**src/rtl/rgsp_pkg.sv**
```systemverilog
// Package for the radial glow sprite pixel block.
// Holds constants, register indexes and the linear-profile lookup tables.
// No dependencies.
package rgsp_pkg;

  localparam int unsigned RIM_HT     = 120;
  localparam int unsigned FULL_LEVEL = 63;
  localparam int unsigned ROUND_HALF = 1 << 15;

  localparam int unsigned CFG_IDX_W  = 2;
  localparam int unsigned CFG_DATA_W = 8;

  typedef enum logic [CFG_IDX_W-1:0] {
    REG_PROFILE_MODE = 2'd0,
    REG_CORE_SIZE    = 2'd1,
    REG_HALF_RADIUS  = 2'd2
  } cfg_reg_t;

  // Core radius in half-texels for each core_size setting.
  function automatic logic [6:0] core_radius(input logic [3:0] core);
    logic [6:0] r;
    unique case (core)
      4'd0:  r = 7'd0;
      4'd1:  r = 7'd8;
      4'd2:  r = 7'd15;
      4'd3:  r = 7'd23;
      4'd4:  r = 7'd30;
      4'd5:  r = 7'd38;
      4'd6:  r = 7'd45;
      4'd7:  r = 7'd53;
      4'd8:  r = 7'd60;
      4'd9:  r = 7'd68;
      4'd10: r = 7'd75;
      4'd11: r = 7'd83;
      4'd12: r = 7'd90;
      4'd13: r = 7'd98;
      4'd14: r = 7'd105;
      default: r = 7'd113;
    endcase
    return r;
  endfunction

  // Falloff slope in 1/65536 levels per half-texel for each core_size setting.
  function automatic logic [19:0] falloff_slope(input logic [3:0] core);
    logic [19:0] k;
    unique case (core)
      4'd0:  k = 20'd34406;
      4'd1:  k = 20'd36864;
      4'd2:  k = 20'd39322;
      4'd3:  k = 20'd42565;
      4'd4:  k = 20'd45875;
      4'd5:  k = 20'd50351;
      4'd6:  k = 20'd55050;
      4'd7:  k = 20'd61623;
      4'd8:  k = 20'd68813;
      4'd9:  k = 20'd79399;
      4'd10: k = 20'd91750;
      4'd11: k = 20'd111588;
      4'd12: k = 20'd137626;
      4'd13: k = 20'd187671;
      4'd14: k = 20'd275251;
      default: k = 20'd589824;
    endcase
    return k;
  endfunction

endpackage

```
**src/rtl/radial_glow_sprite_pixel.sv**
```systemverilog
// An accepted request passes the distance, root, product, sum and divide stages to the output register.
// Throughput: one texel per cycle; the whole pipeline advances together and holds
// when the output register is full and stalled.
// The square root takes two bits per stage over four stages, the bloom divide
// two quotient bits per stage over three stages.
// Reset clears the valid bits and loads the registers with mode 0, core 4, half 32.
module radial_glow_sprite_pixel (
  input  logic                               clk,
  input  logic                               rst_n,
  input  logic                               cfg_we,
  input  logic [rgsp_pkg::CFG_IDX_W-1:0]     cfg_index,
  input  logic [rgsp_pkg::CFG_DATA_W-1:0]    cfg_wdata,
  input  logic                               in_valid,
  output logic                               in_stall,
  input  logic [6:0]                         in_col,
  input  logic [6:0]                         in_row,
  output logic                               out_valid,
  input  logic                               out_stall,
  output logic [5:0]                         out_intensity
);
  import rgsp_pkg::*;

  localparam int unsigned NST = 10;

  logic       mode_r;
  logic [3:0] core_r;
  logic [7:0] half_r;

  logic            adv;
  logic [NST-1:0]  vld_r;

  // Stage 0: squared distance in half-texels.
  logic signed [7:0] dx, dy;
  logic [14:0] s1_r;

  // Stages 1..4: square root, two bits per stage.
  logic [14:0] sq_v_r    [4];
  logic [15:0] sq_root_r [4];
  logic [14:0] sq_v_nxt    [4];
  logic [15:0] sq_root_nxt [4];

  // Stage 5: products.
  logic [7:0]  rr;
  logic [6:0]  fgm;
  logic [13:0] rr2_r;
  logic [15:0] a2_r;
  logic [27:0] lprod_r;
  logic        rim5_r, core5_r;

  // Stage 6: sums and linear result.
  logic [16:0] den_r;
  logic [22:0] num_r;
  logic [5:0]  lpix_r [4];
  logic        rim_r  [4];
  logic [16:0] den_nxt;
  logic [21:0] a2x63;
  logic [28:0] lsum;
  logic [12:0] drop;
  logic [5:0]  lpix_nxt;

  // Stages 7..9: restoring divide, two quotient bits per stage.
  logic [22:0] rem_r [3];
  logic [16:0] dden_r [2];
  logic [5:0]  q_r   [2];
  logic [22:0] rem_nxt [3];
  logic [5:0]  q_nxt   [3];
  logic [5:0]  bloom;
  logic [5:0]  out_intensity_r;

  assign adv      = !vld_r[NST-1] || !out_stall;
  assign in_stall = !adv;
  assign out_valid     = vld_r[NST-1];
  assign out_intensity = out_intensity_r;

  always_ff @(posedge clk) begin
    if (!rst_n) begin
      mode_r <= 1'b0;
      core_r <= 4'd4;
      half_r <= 8'd32;
    end else if (cfg_we) begin
      unique case (cfg_index)
        REG_PROFILE_MODE: mode_r <= cfg_wdata[0];
        REG_CORE_SIZE:    core_r <= cfg_wdata[3:0];
        REG_HALF_RADIUS:  half_r <= cfg_wdata;
        default: ;
      endcase
    end
  end

  always_ff @(posedge clk) begin
    if (!rst_n) begin
      vld_r <= '0;
    end else if (adv) begin
      vld_r <= {vld_r[NST-2:0], in_valid};
    end
  end

  assign dx = $signed({1'b0, in_col} << 1) - 8'sd127;
  assign dy = $signed({1'b0, in_row} << 1) - 8'sd127;

  always_comb begin
    logic [15:0] v;
    logic [15:0] rt;
    logic [15:0] bt;
    for (int j = 0; j < 4; j++) begin
      v  = (j == 0) ? {1'b0, s1_r} : {1'b0, sq_v_r[j-1]};
      rt = (j == 0) ? 16'd0 : sq_root_r[j-1];
      for (int n = 0; n < 2; n++) begin
        bt = 16'd1 << (14 - 2 * (2 * j + n));
        if (v >= rt + bt) begin
          v  = v - (rt + bt);
          rt = (rt >> 1) + bt;
        end else begin
          rt = rt >> 1;
        end
      end
      sq_v_nxt[j]    = v[14:0];
      sq_root_nxt[j] = rt;
    end
  end

  assign rr  = sq_root_r[3][7:0];
  assign fgm = core_radius(core_r);

  assign den_nxt = 17'(a2_r) + 17'(rr2_r);
  assign a2x63   = {a2_r, 6'b0} - 22'(a2_r);
  assign lsum    = 29'(lprod_r) + 29'(ROUND_HALF);
  assign drop    = lsum[28:16];
  assign lpix_nxt = core5_r ? 6'(FULL_LEVEL)
                  : (drop >= 13'(FULL_LEVEL)) ? 6'd0 : 6'(6'(FULL_LEVEL) - drop[5:0]);

  always_comb begin
    logic [22:0] rm;
    logic [5:0]  q;
    logic [16:0] d;
    logic [22:0] tr;
    for (int j = 0; j < 3; j++) begin
      rm = (j == 0) ? num_r : rem_r[j-1];
      q  = (j == 0) ? 6'd0 : q_r[j-1];
      d  = (j == 0) ? den_r : dden_r[j-1];
      for (int n = 0; n < 2; n++) begin
        tr = 23'(d) << (5 - (2 * j + n));
        if (rm >= tr) begin
          rm = rm - tr;
          q  = {q[4:0], 1'b1};
        end else begin
          q  = {q[4:0], 1'b0};
        end
      end
      rem_nxt[j] = rm;
      q_nxt[j]   = q;
    end
  end

  // A zero denominator gives all quotient bits set, which is the upper clamp.
  assign bloom = (q_nxt[2] == 6'd0) ? 6'd1 : q_nxt[2];

  always_ff @(posedge clk) begin
    if (adv) begin
      s1_r <= 15'(dx * dx) + 15'(dy * dy);
      for (int j = 0; j < 4; j++) begin
        sq_v_r[j]    <= sq_v_nxt[j];
        sq_root_r[j] <= sq_root_nxt[j];
      end
      rr2_r   <= 14'(rr[6:0] * rr[6:0]);
      a2_r    <= half_r * half_r;
      lprod_r <= 28'((rr - {1'b0, fgm}) * falloff_slope(core_r));
      rim5_r  <= rr >= 8'(RIM_HT);
      core5_r <= rr <= {1'b0, fgm};
      den_r   <= den_nxt;
      num_r   <= 23'(a2x63) + 23'(den_nxt[16:1]);
      lpix_r[0] <= lpix_nxt;
      rim_r[0]  <= rim5_r;
      for (int j = 1; j < 4; j++) begin
        lpix_r[j] <= lpix_r[j-1];
        rim_r[j]  <= rim_r[j-1];
      end
      rem_r[0]  <= rem_nxt[0];
      rem_r[1]  <= rem_nxt[1];
      rem_r[2]  <= rem_nxt[2];
      q_r[0]    <= q_nxt[0];
      q_r[1]    <= q_nxt[1];
      dden_r[0] <= den_r;
      dden_r[1] <= dden_r[0];
      out_intensity_r <= rim_r[2] ? 6'd0 : (mode_r ? bloom : lpix_r[2]);
    end
  end

  // The unused tail of the side pipes only keeps the delay lines uniform.
  logic unused_tail;
  assign unused_tail = ^{lpix_r[3], rim_r[3], rem_r[2]};

  a_stall_follows_output: assert property (@(posedge clk) disable iff (!rst_n)
    in_stall == (out_valid && out_stall))
    else $error("input stall does not follow the output register");

  a_accept_enters: assert property (@(posedge clk) disable iff (!rst_n)
    (in_valid && !in_stall) |=> vld_r[0])
    else $error("accepted request did not enter the pipeline");

  a_output_source: assert property (@(posedge clk) disable iff (!rst_n)
    $rose(out_valid) |-> $past(vld_r[NST-2]))
    else $error("result appeared without a request behind it");

  a_hold_when_full: assert property (@(posedge clk) disable iff (!rst_n)
    (out_valid && out_stall) |=> $stable(vld_r))
    else $error("pipeline moved while the output was stalled");

endmodule

```
**config.mk**
```make
export PLATFORM = sky130hd
export DESIGN_NAME = radial_glow_sprite_pixel
export DESIGN_NICKNAME = d
export VERILOG_FILES = /design/src/rtl/rgsp_pkg.sv /design/src/rtl/radial_glow_sprite_pixel.sv
export SDC_FILE = /design/constraint.sdc
export NUM_CORES = 2
export LEC_CHECK = 0
export BUFFER_PORTS_ARGS = -buffer_cell sky130_fd_sc_hd__buf_2
export CAP_MARGIN = 20
export CORE_MARGIN = 3
export CORE_UTILIZATION = 59
export CTS_CLUSTER_SIZE = 12
export DETAILED_ROUTE_END_ITERATION = 12
export HOLD_SLACK_MARGIN = 0.12
export PLACE_DENSITY = 0.75
export SLEW_MARGIN = 25
export SYNTH_ARGS = -nofsm -noshare
export SYNTH_HDL_FRONTEND = slang
export SYNTH_SLANG_ARGS = --single-unit
```
**constraint.sdc**
```tcl
create_clock -name clk -period 19.05 [get_ports clk]
set_input_delay 3.81 -clock clk [delete_from_list [all_inputs] [get_ports clk]]
set_output_delay 3.81 -clock clk [all_outputs]
set_load 0.03 [all_outputs]
```
==> results.yml <==
worst_setup_path:
  critPathMostFrequentCell: "fa_1"
  path_max_fanout: 21
  reg2reg_depth: 27
  crit_end: "lprod_r[25]"
  worst_path_largest_cell_delay_ps: 700
  crit_cells: 27
  worstSetupPathType: "reg -> reg"
  cp.required_ps: 19410
  crit_family: "adder cells"
  ff2ff_setup_slack_ps: 10070
  critPathLaunch: "sq_root_r[3][0]"
  r2r-start: "sq_root_r[3][0]"
  end_kind: "flop"
  r2r-end: "lprod_r[25]"
  worst-path-buf-inv: 4
  slowest_stage: "a211o_1"
  worst_setup_path_start_kind: "flop"
  arrival_ps: 9340
placed_design:
  portBuffers: 36
  place_congestion: 0.9421
  postPlaceCellArea_um2: 32770
  dpl.hpwl_um: 54530
cells_and_area:
  drive_above_1_share_pct: 5.161
  diodes: 0
  area_growth_pct: 6.578
  nets: 3923
  fin_area_um2: 34000
drt:
  routedWlPerCell_um: 17.09
  vias_per_cell: 5.725
  routed_wl_um: 68050
  drc: 0
  first_pass_iters: 5
  drt_iter0_drc: 1273
  ant_nets: 0
  vias: 22800
sta:
  slew_headroom_pct: 33.93
  post-route-period-util_pct: 47.13
  grt_setup_unrepaired: "no"
  fin_setup_tns_ps: 0
  skew_ps: 16.31
  holdWs_ps: 411.4
  worstMarginPinSlew_ps: 987.4
  drv_slew: 0
  finalHoldViolations: 0
  setup_viol: 0
  period_needed_ps: 8979
  fmax_mhz: 111.4
logic_synthesis:
  ys_seq_area_share_pct: 28.37
  syn_avg_cell_area_um2: 9.833
  yosysWarnings: 0
  synthFlopType: "edfxtp_1"
  synth_edf_count: 268
  netlist_area_um2: 31900
  async_flop_share_pct: 0
  syn_inst: 3244
  synth_seq_cells: 318
  synthDistinctLibCells: 84
  syn_nets: 3900
clocking:
  cts_buffers: 38
  cts_resized: 0
  cts_tree: "yes"
  cts.sinks: 318
  post_cts_buffers: 0
  clockBufferDepth: 3
  cts_hold_buf: 0
  htree_levels: 2
  cts_root_buffer: "clkbuf_16"
  cts.clk_slew.worst_paths_ps: 60
  clock_latency_ps: 560
min_path:
  hold_path_class: "reg -> reg"
global_routing:
  grt_max_degree: 94
  first_global_vias: 23760
  grt_first_pass_wirelength_um: 115400
  antenna_found_initial: 0
  overflow: 0
  grt.total_usage_pct: 24.63
floorplan:
  rows: 84
  core_um2: 53080
  ios: 37
  die_x_um: 238.5
  start_util_pct: 60.10
  die_h_um: 238.5
  dieArea_um2: 56890
outcome:
  outcome: "complete, no violations"
job:
  drv_cap: 0
cells by family (layout without fill, tap and decap cells):
logic type | Yosys count | count (layout) | share of synthesized area, %
simple gates | 929 | 929 | 14.62
xor+xnor | 218 | 218 | 5.985
compound gates | 570 | 570 | 11.44
mux | 74 | 74 | 2.577
buf+inv | 508 | 558 | 6.091
fa+ha+maj | 627 | 627 | 30.92
flops | 318 | 318 | 28.37
per-layer routing:
metal	GRT usage (%)	vias to the layer above	share of wire (%)
met4	7.623	0	3.2
li1	-	11090	-
met5	0	-	0
met2	44.18	484	50
met3	2.757	134	3.8
met1	31.48	11090	43
state kept, by name, summed over array words and instances, names as in the netlist, 15 cells and up, named ones only:
name,count
rem_r,46
sq_v_r,39
dden_r,34
num_r,23
sq_root_r,20
lpix_r,18
den_r,17
a2_r,15
cells in the mapped netlist (30+ instances only):
cell / instances / share of area, %
nor2b_1: 66 / 1.3
nor2_1: 235 / 2.8
a21oi_1: 175 / 2.7
nand2b_1: 67 / 1.3
dfxtp_1: 50 / 3.1
nand2_1: 218 / 2.6
o21a_1: 39 / 0.92
ha_1: 358 / 14
nor3_1: 55 / 0.86
mux2i_1: 30 / 0.94
edfxtp_1: 268 / 25
clkbuf_1: 54 / 0.64
xnor2_1: 162 / 4.4
inv_1: 439 / 5.2
fa_1: 269 / 17
xor2_1: 56 / 1.5
and2_1: 119 / 2.3
a21o_1: 62 / 1.5
o21ai_0: 105 / 1.6
nand3_1: 34 / 0.53
worst min path at each step:
stage | startpoint | end | slack [ps] | cells after the start
floorplan | lpix_r[0][0] | lpix_r[1][0] | 400 | 0
global placement | lpix_r[0][5] | lpix_r[1][5] | 400 | 0
detailed placement | s1_r[8] | sq_v_r[0][8] | 400 | 0
CTS | rim_r[0] | rim_r[1] | 410 | 0
global route | lpix_r[0][5] | lpix_r[1][5] | 420 | 0
finish | rim_r[0] | rim_r[1] | 410 | 0
area by class of cell:
class	count	area, um2
fillers	4156	19080
flip-flops and latches	318	9049
inverters	442	1659
clock inverters	21	214.0
clock buffers	46	1012
repair buffers	49	281.5
well taps	688	860.8
multi-input cells	2418	20920
per-stage QoR:
stage	util, %	worst slack, ps	cells
final	64.05	10070	3982
after CTS	64.05	10080	3982
after floorplan	-	7002	3244
after global routing	64.05	9427	3982
after detailed placement	61.74	9501	3915
after global placement	61.74	9622	3915
layout by cell type (no fill, tap or decap), types with 19 or more instances in the layout:
cell type	Yosys	layout
inv_1	439	439
ha_1	358	358
fa_1	269	269
edfxtp_1	268	268
nor2_1	235	235
nand2_1	218	217
a21oi_1	175	175
xnor2_1	162	162
and2_1	119	119
o21ai_0	105	105
nand2b_1	67	67
nor2b_1	66	66
a21o_1	62	62
xor2_1	56	56
nor3_1	55	55
dfxtp_1	50	50
o21a_1	39	39
clkbuf_16	0	39
buf_2	5	36
nand3_1	34	34
mux2i_1	30	30
nand4_1	25	25
o21bai_1	23	23
or2_2	22	22
and3_1	21	21
mux2_1	19	19
Power is left out: the tool's default activity adds up to more than one toggle a clock period on the data nets, which glitch-free logic cannot reach.
